===== src/hdl/utfv_pkg.sv =====
// Shared state type, constants and whitespace helper function of the UTF-8 text validator.
package utfv_pkg;

  localparam int unsigned CpW = 21;
  localparam int unsigned CountW = 11;

  localparam logic [7:0] AsciiMax = 8'h7f;
  localparam logic [7:0] Lead2Min = 8'hc2;
  localparam logic [7:0] Lead2Max = 8'hdf;
  localparam logic [7:0] Lead3Min = 8'he0;
  localparam logic [7:0] Lead3Max = 8'hef;
  localparam logic [7:0] Lead4Min = 8'hf0;
  localparam logic [7:0] Lead4Max = 8'hf4;
  localparam logic [5:0] ContMask = 6'h3f;

  localparam logic [1:0] SeqLen3 = 2'd2;
  localparam logic [1:0] SeqLen4 = 2'd3;

  localparam logic [CpW-1:0] SurrLo = 21'h00d800;
  localparam logic [CpW-1:0] SurrHi = 21'h00dfff;
  localparam logic [CpW-1:0] CpMax = 21'h10ffff;
  localparam logic [CpW-1:0] Min3Byte = 21'h000800;
  localparam logic [CpW-1:0] Min4Byte = 21'h010000;

  // Decoder state carried from one byte of a string to the next.
  typedef struct packed {
    logic [1:0]     owed;
    logic [1:0]     seq_len;
    logic [CpW-1:0] acc;
    logic           err;
    logic           blank;
  } utfv_state_t;

  localparam utfv_state_t StateInit = '{
    owed: 2'd0, seq_len: 2'd0, acc: '0, err: 1'b0, blank: 1'b1
  };

  function automatic logic is_space(input logic [CpW-1:0] cp);
    logic res;
    res = (cp >= 21'h0009 && cp <= 21'h000d) || cp == 21'h0020 ||
          cp == 21'h0085 || cp == 21'h00a0 || cp == 21'h1680 ||
          (cp >= 21'h2000 && cp <= 21'h200a) || cp == 21'h2028 ||
          cp == 21'h2029 || cp == 21'h202f || cp == 21'h205f ||
          cp == 21'h3000;
    return res;
  endfunction

endpackage


===== src/hdl/utfv_if.sv =====
// Valid/ready channel interfaces for the byte input and the result output.
interface utfv_in_if;
  logic       valid;
  logic       ready;
  logic [7:0] data_byte;
  logic       last;

  modport source (output valid, output data_byte, output last, input ready);
  modport sink   (input valid, input data_byte, input last, output ready);
endinterface

interface utfv_out_if;
  logic        valid;
  logic        ready;
  logic        valid_res;
  logic [10:0] scalar_count;
  logic        all_whitespace;

  modport source (output valid, output valid_res, output scalar_count,
                  output all_whitespace, input ready);
  modport sink   (input valid, input valid_res, input scalar_count,
                  input all_whitespace, output ready);
endinterface


===== src/hdl/utfv_step.sv =====
// Per-byte next-state logic of the UTF-8 decoder.
module utfv_step
  import utfv_pkg::*;
(
  input  utfv_state_t state_i,
  input  logic [7:0]  byte_i,
  output utfv_state_t state_o
);

  logic           is_cont;
  logic [CpW-1:0] cp;
  logic           bad_cp;

  assign is_cont = (byte_i[7:6] == 2'b10);
  assign cp = {state_i.acc[CpW-7:0], byte_i[5:0] & ContMask};
  assign bad_cp = (state_i.seq_len == SeqLen3 && cp < Min3Byte) ||
                  (state_i.seq_len == SeqLen4 && cp < Min4Byte) ||
                  (cp >= SurrLo && cp <= SurrHi) || (cp > CpMax);

  always_comb begin
    state_o = state_i;
    if (state_i.owed == 2'd0) begin
      if (byte_i <= AsciiMax) begin
        if (!is_space({13'd0, byte_i})) begin
          state_o.blank = 1'b0;
        end
      end else if (byte_i >= Lead2Min && byte_i <= Lead2Max) begin
        state_o.owed    = 2'd1;
        state_o.seq_len = 2'd1;
        state_o.acc     = {16'd0, byte_i[4:0]};
      end else if (byte_i >= Lead3Min && byte_i <= Lead3Max) begin
        state_o.owed    = 2'd2;
        state_o.seq_len = 2'd2;
        state_o.acc     = {17'd0, byte_i[3:0]};
      end else if (byte_i >= Lead4Min && byte_i <= Lead4Max) begin
        state_o.owed    = 2'd3;
        state_o.seq_len = 2'd3;
        state_o.acc     = {18'd0, byte_i[2:0]};
      end else begin
        state_o.err = 1'b1;
      end
    end else if (!is_cont) begin
      // The pending sequence is abandoned; this byte does not start a new one.
      state_o.err     = 1'b1;
      state_o.owed    = 2'd0;
      state_o.seq_len = 2'd0;
      state_o.acc     = '0;
    end else begin
      state_o.owed = state_i.owed - 2'd1;
      state_o.acc  = cp;
      if (state_i.owed == 2'd1) begin
        if (bad_cp) begin
          state_o.err = 1'b1;
        end
        if (!is_space(cp)) begin
          state_o.blank = 1'b0;
        end
        state_o.seq_len = 2'd0;
        state_o.acc     = '0;
      end
    end
  end

endmodule


===== src/hdl/utf8_text_validator_core.sv =====
// Top level of the streaming strict UTF-8 text validator.
//
// Strings arrive on in_i one byte per item, with last set on the final byte
// of each string. Empty strings cannot be presented. For every string one
// result item leaves on out_o when its last byte has been processed:
// valid_res tells whether the string is strict UTF-8, scalar_count gives the
// number of non-continuation bytes (saturating at MAX_BYTES, low 11 bits
// shown) and all_whitespace is set when the string is valid and every code
// point in it is Unicode whitespace.
//
// The block has two register stages: an input register that captures the
// byte, and the decoder state together with the result register. A byte
// is taken in every cycle while the output side keeps up, so throughput is
// one item per cycle. A result appears on out_o once its last byte has
// moved from the input register into the result register stage. When
// out_o stalls, a finished result waits in the result register; bytes that
// do not end a string still move on, and only a further last byte waits in
// the input register, which then drops in_i.ready.
// Reset clears both valid flags and returns the decoder to its start state.
module utf8_text_validator_core
  import utfv_pkg::*;
#(
  parameter int unsigned MAX_BYTES = 1024
) (
  input  logic     clk_i,
  input  logic     rst_ni,
  utfv_in_if.sink  in_i,
  utfv_out_if.source out_o
);

  localparam int unsigned TallyW = $clog2(MAX_BYTES + 1);
  localparam logic [TallyW-1:0] TallyMax = TallyW'(MAX_BYTES);

  // Input register stage.
  logic       s1_valid_q, s1_valid_d;
  logic [7:0] s1_byte_q;
  logic       s1_last_q;

  // Decoder state and saturating tally.
  utfv_state_t        state_q, state_d, state_step;
  logic [TallyW-1:0]  tally_q, tally_d, tally_step;

  // Result register.
  logic        out_valid_q, out_valid_d;
  logic        res_ok_q;
  logic [10:0] res_count_q;
  logic        res_blank_q;

  logic out_free;
  logic advance;
  logic take_in;
  logic res_ok;

  // The result slot is free when empty or being emptied this cycle. A byte
  // that does not finish a string needs no slot and always moves on.
  assign out_free = !out_valid_q || out_o.ready;
  assign advance  = s1_valid_q && (!s1_last_q || out_free);
  assign in_i.ready = !s1_valid_q || advance;
  assign take_in  = in_i.valid && in_i.ready;

  utfv_step u_step (
    .state_i (state_q),
    .byte_i  (s1_byte_q),
    .state_o (state_step)
  );

  assign tally_step = (s1_byte_q[7:6] != 2'b10 && tally_q < TallyMax) ?
                      tally_q + TallyW'(1) : tally_q;
  assign res_ok = !state_step.err && state_step.owed == 2'd0;

  always_comb begin
    s1_valid_d  = s1_valid_q;
    state_d     = state_q;
    tally_d     = tally_q;
    out_valid_d = out_valid_q;
    if (out_valid_q && out_o.ready) begin
      out_valid_d = 1'b0;
    end
    if (advance) begin
      s1_valid_d = 1'b0;
      if (s1_last_q) begin
        // The string is complete: show its result and start afresh.
        out_valid_d = 1'b1;
        state_d     = StateInit;
        tally_d     = '0;
      end else begin
        state_d = state_step;
        tally_d = tally_step;
      end
    end
    if (take_in) begin
      s1_valid_d = 1'b1;
    end
  end

  always_ff @(posedge clk_i or negedge rst_ni) begin
    if (!rst_ni) begin
      s1_valid_q  <= 1'b0;
      out_valid_q <= 1'b0;
      state_q     <= StateInit;
      tally_q     <= '0;
    end else begin
      s1_valid_q  <= s1_valid_d;
      out_valid_q <= out_valid_d;
      state_q     <= state_d;
      tally_q     <= tally_d;
    end
  end

  always_ff @(posedge clk_i) begin
    if (take_in) begin
      s1_byte_q <= in_i.data_byte;
      s1_last_q <= in_i.last;
    end
    if (advance && s1_last_q) begin
      res_ok_q    <= res_ok;
      res_count_q <= CountW'(tally_step);
      res_blank_q <= res_ok && state_step.blank;
    end
  end

  assign out_o.valid          = out_valid_q;
  assign out_o.valid_res      = res_ok_q;
  assign out_o.scalar_count   = res_count_q;
  assign out_o.all_whitespace = res_blank_q;

endmodule


===== src/flat_wrapper.sv =====
// flat-port wrapper written by rule: the top's interface ports become plain ports
module utf8_text_validator_core_flat import utfv_pkg::*;
#(
  parameter int unsigned MAX_BYTES = 1024
)
  (clk_i, rst_ni, in_i_valid, in_i_data_byte, in_i_last, in_i_ready, out_o_valid, out_o_valid_res, out_o_scalar_count, out_o_all_whitespace, out_o_ready);
  utfv_in_if in_i_i ();
  utfv_out_if out_o_i ();
  input  logic clk_i;
  input  logic rst_ni;
  input wire logic [$bits(in_i_i.valid)-1:0] in_i_valid;
  input wire logic [$bits(in_i_i.data_byte)-1:0] in_i_data_byte;
  input wire logic [$bits(in_i_i.last)-1:0] in_i_last;
  output wire logic [$bits(in_i_i.ready)-1:0] in_i_ready;
  output wire logic [$bits(out_o_i.valid)-1:0] out_o_valid;
  output wire logic [$bits(out_o_i.valid_res)-1:0] out_o_valid_res;
  output wire logic [$bits(out_o_i.scalar_count)-1:0] out_o_scalar_count;
  output wire logic [$bits(out_o_i.all_whitespace)-1:0] out_o_all_whitespace;
  input wire logic [$bits(out_o_i.ready)-1:0] out_o_ready;
  assign in_i_i.valid = in_i_valid;
  assign in_i_i.data_byte = in_i_data_byte;
  assign in_i_i.last = in_i_last;
  assign in_i_ready = in_i_i.ready;
  assign out_o_valid = out_o_i.valid;
  assign out_o_valid_res = out_o_i.valid_res;
  assign out_o_scalar_count = out_o_i.scalar_count;
  assign out_o_all_whitespace = out_o_i.all_whitespace;
  assign out_o_i.ready = out_o_ready;
  utf8_text_validator_core #(.MAX_BYTES(MAX_BYTES)) u_core (.clk_i(clk_i), .rst_ni(rst_ni), .in_i(in_i_i), .out_o(out_o_i));
endmodule

===== config.mk =====
export PLATFORM = sky130hd
export DESIGN_NAME = utf8_text_validator_core_flat
export DESIGN_NICKNAME = d
export VERILOG_FILES = /design/src/hdl/utfv_pkg.sv /design/src/hdl/utfv_if.sv /design/src/hdl/utfv_step.sv /design/src/hdl/utf8_text_validator_core.sv /design/src/flat_wrapper.sv
export SDC_FILE = /design/constraint.sdc
export NUM_CORES = 1
export LEC_CHECK = 0
export ABC_CLOCK_PERIOD_IN_PS = 3700
export BUFFER_PORTS_ARGS = -buffer_cell sky130_fd_sc_hd__buf_4
export CORE_UTILIZATION = 50
export CTS_BUF_LIST = sky130_fd_sc_hd__clkbuf_8
export DETAILED_ROUTE_END_ITERATION = 7
export PLACE_DENSITY = 0.77
export SYNTH_ARGS = -nofsm -noshare
export SYNTH_HDL_FRONTEND = slang
export SYNTH_HIERARCHICAL = 1
export SYNTH_SLANG_ARGS = --single-unit

===== constraint.sdc =====
create_clock -name clk_i -period 3.7 [get_ports clk_i]
set_clock_uncertainty 0.15 [all_clocks]
set_input_delay 0.185 -clock clk_i [delete_from_list [all_inputs] [get_ports clk_i]]
set_output_delay 0.185 -clock clk_i [all_outputs]
set_load 0.02 [all_outputs]

==> flow_summary.json <==
{
  "outcome": "complete, no violations",
  "syn_area_um2": 3080,
  "hold_ws_ns": 0.159,
  "grt_overflow_total": 0,
  "drt-initial-drc-count": 292,
  "cts.sinks": 56,
  "firstDrtPassIters": 5,
  "clk_transition_reported_paths_ns": 0.10,
  "cts_buffer_depth": 2,
  "hold_depth": 3,
  "die_y_um": 80.5,
  "synthToLayoutAreaGrowth_pct": 14.0,
  "hp-class": "in -> reg",
  "crit_type": "reg -> reg",
  "seqCellArea_um2": 1510,
  "rsz0062_at_grt": "false",
  "wire_per_inst_um": 16.1,
  "grt_max_degree": 35,
  "drive_gt1_share_pct": 13.0,
  "gp_congestion": 0.925,
  "cp.required_ns": 3.74,
  "finalCriticalPeriod_ns": 2.75,
  "htreeDepth": 2,
  "finalSetupViolations": 0,
  "multi_input_area_um2": 1440,
  "grt_antenna_before_repair": 0,
  "post_cts_buffers": 0,
  "vias": 2558,
  "cp_max_fo": 16,
  "grt_usage_pct": 24.1,
  "synth_area_per_cell_um2": 9.42,
  "syn_nets": 343,
  "die_area_um2": 6480,
  "drc": 0,
  "reg2reg_depth": 8,
  "numPortBuffers": 27,
  "final_antenna_net_count": 0,
  "hold_viol_final": 0,
  "start_util_pct": 52.0,
  "max-slew-margin-rel_pct": 48.7,
  "io-pin-count": 28,
  "timing.fmax_ghz": 0.364,
  "peakVddDrop_v": 0.000221,
  "yosys_warnings": 6,
  "grt_pass1_vias": 2396,
  "cp-start-kind": "register",
  "die_x_um": 80.5,
  "power_leakage_nw": 1.57,
  "fin_crit_sh_pct": 74.2,
  "netlist_instances": 327,
  "routed_wl_mm": 6.89,
  "grt_pass1_wl_mm": 11.8,
  "fillers": 513,
  "avgViaCountPerCell": 5.96,
  "clk-insertion-delay-late_ns": 0.32,
  "rows": 28,
  "tns_ns": 0,
  "crit_arrival_ns": 2.78,
  "hpwl_mm": 4.55,
  "nets": 369,
  "cts_tree": "yes",
  "worst-slew-pin-transition_ns": 0.769,
  "antenna_cells": 0,
  "drv_cap": 0,
  "power_mw": 1.47,
  "power.density_nw_per_um2": 419,
  "coreArea_um2": 5920,
  "slew_violations": 0,
  "final_cells": 429,
  "cp-end-kind": "register",
  "dp_cells": 410,
  "root_buffer": "clkbuf_8",
  "numCtsBuffers": 5
}
-- routing by layer --
layer | global-route usage [%] | part of all wire, %
met1 | 31.5 | 45
met2 | 39.9 | 48
met3 | 3.52 | 5.7
met4 | 9.64 | 1.7
met5 | 0 | 0
-- metrics by stage --
step | cell area (µm²) | util, % | worst slack, ns
2_1_floorplan | 3080 | - | 1.33
3_3_place_gp | 3320 | 56.0 | 1.09
3_5_place_dp | 3320 | 56.0 | 1.04
4_1_cts | 3510 | 59.4 | 0.983
5_1_grt | 3510 | 59.4 | 0.813
6_report | 3510 | 59.4 | 0.955
-- sequential cells by signal (all words and copies together) (netlist names) --
name                         count
u_core/state_q                  21
u_core/out_o.scalar_count       11
u_core/tally_q                  11
u_core/s1_byte_q                 8
u_core/out_o.all_whitespace      1
u_core/out_o.valid               1
u_core/out_o.valid_res           1
u_core/s1_last_q                 1
u_core/s1_valid_q                1
-- area by class of cell --
type                            count  share of cell area, %
Clock inverter                      3                  0.570
Multi-Input combinational cell    239                   41.0
Tap cell                           75                   2.67
Clock buffer                        5                   1.96
Inverter                            9                  0.961
Timing Repair Buffer               42                   9.75
Sequential cell                    56                   43.0
-- final timing paths --
path	slack [ns]	from	to
worst min register to register	0.35	u_core/state_q[0]	u_core/state_q[0]
min in group asynchronous	0.20	rst_ni	u_core/state_q[26]
worst min-delay path	0.16	out_o_ready	u_core/out_o.valid
worst max register to register	0.95	u_core/s1_byte_q[1]	u_core/out_o.all_whitespace
worst max-delay path	0.95	u_core/s1_byte_q[1]	u_core/out_o.all_whitespace
max in group asynchronous	2.85	rst_ni	u_core/state_q[0]
-- power by group --
group | switching (mW) | internal (mW) | leakage [nW]
registers | 0.0886 | 0.721 | 0.671
clock network | 0.206 | 0.133 | 0.0455
logic | 0.185 | 0.139 | 0.854
total | 0.480 | 0.992 | 1.57
-- worst max-delay path, cell delays in order, from the launching register on --
cell and delay [ns]:
edfxtp_1 0.54, or2_2 0.34, a21o_1 0.19, a21oi_1 0.26
nor2_1 0.08, buf_4 0.20, a2111o_1 0.44, nor3_1 0.25
and2_1 0.15
-- cell usage in the layout (no fill, tap or decap), types with 5 or more instances in the layout --
cell type and count:
inv_1 10, a22o_1 10, edfxtp_1 22, nor2b_1 5
clkbuf_8 5, dfrtp_1 33, a21o_1 5, nand2_1 59
o21ai_0 14, xor2_1 6, nand3_1 26, buf_4 31
dlygate4sd3_1 11, nor4_1 5, or3_1 6, nor3_1 9
nor2_1 19
-- timing repair --
item,4_1_cts,5_1_grt
hold endpoints to repair,43,0
resized for setup,0,0
hold buffers,11,0
No activity file was read; power rests on OpenSTA's default activity.
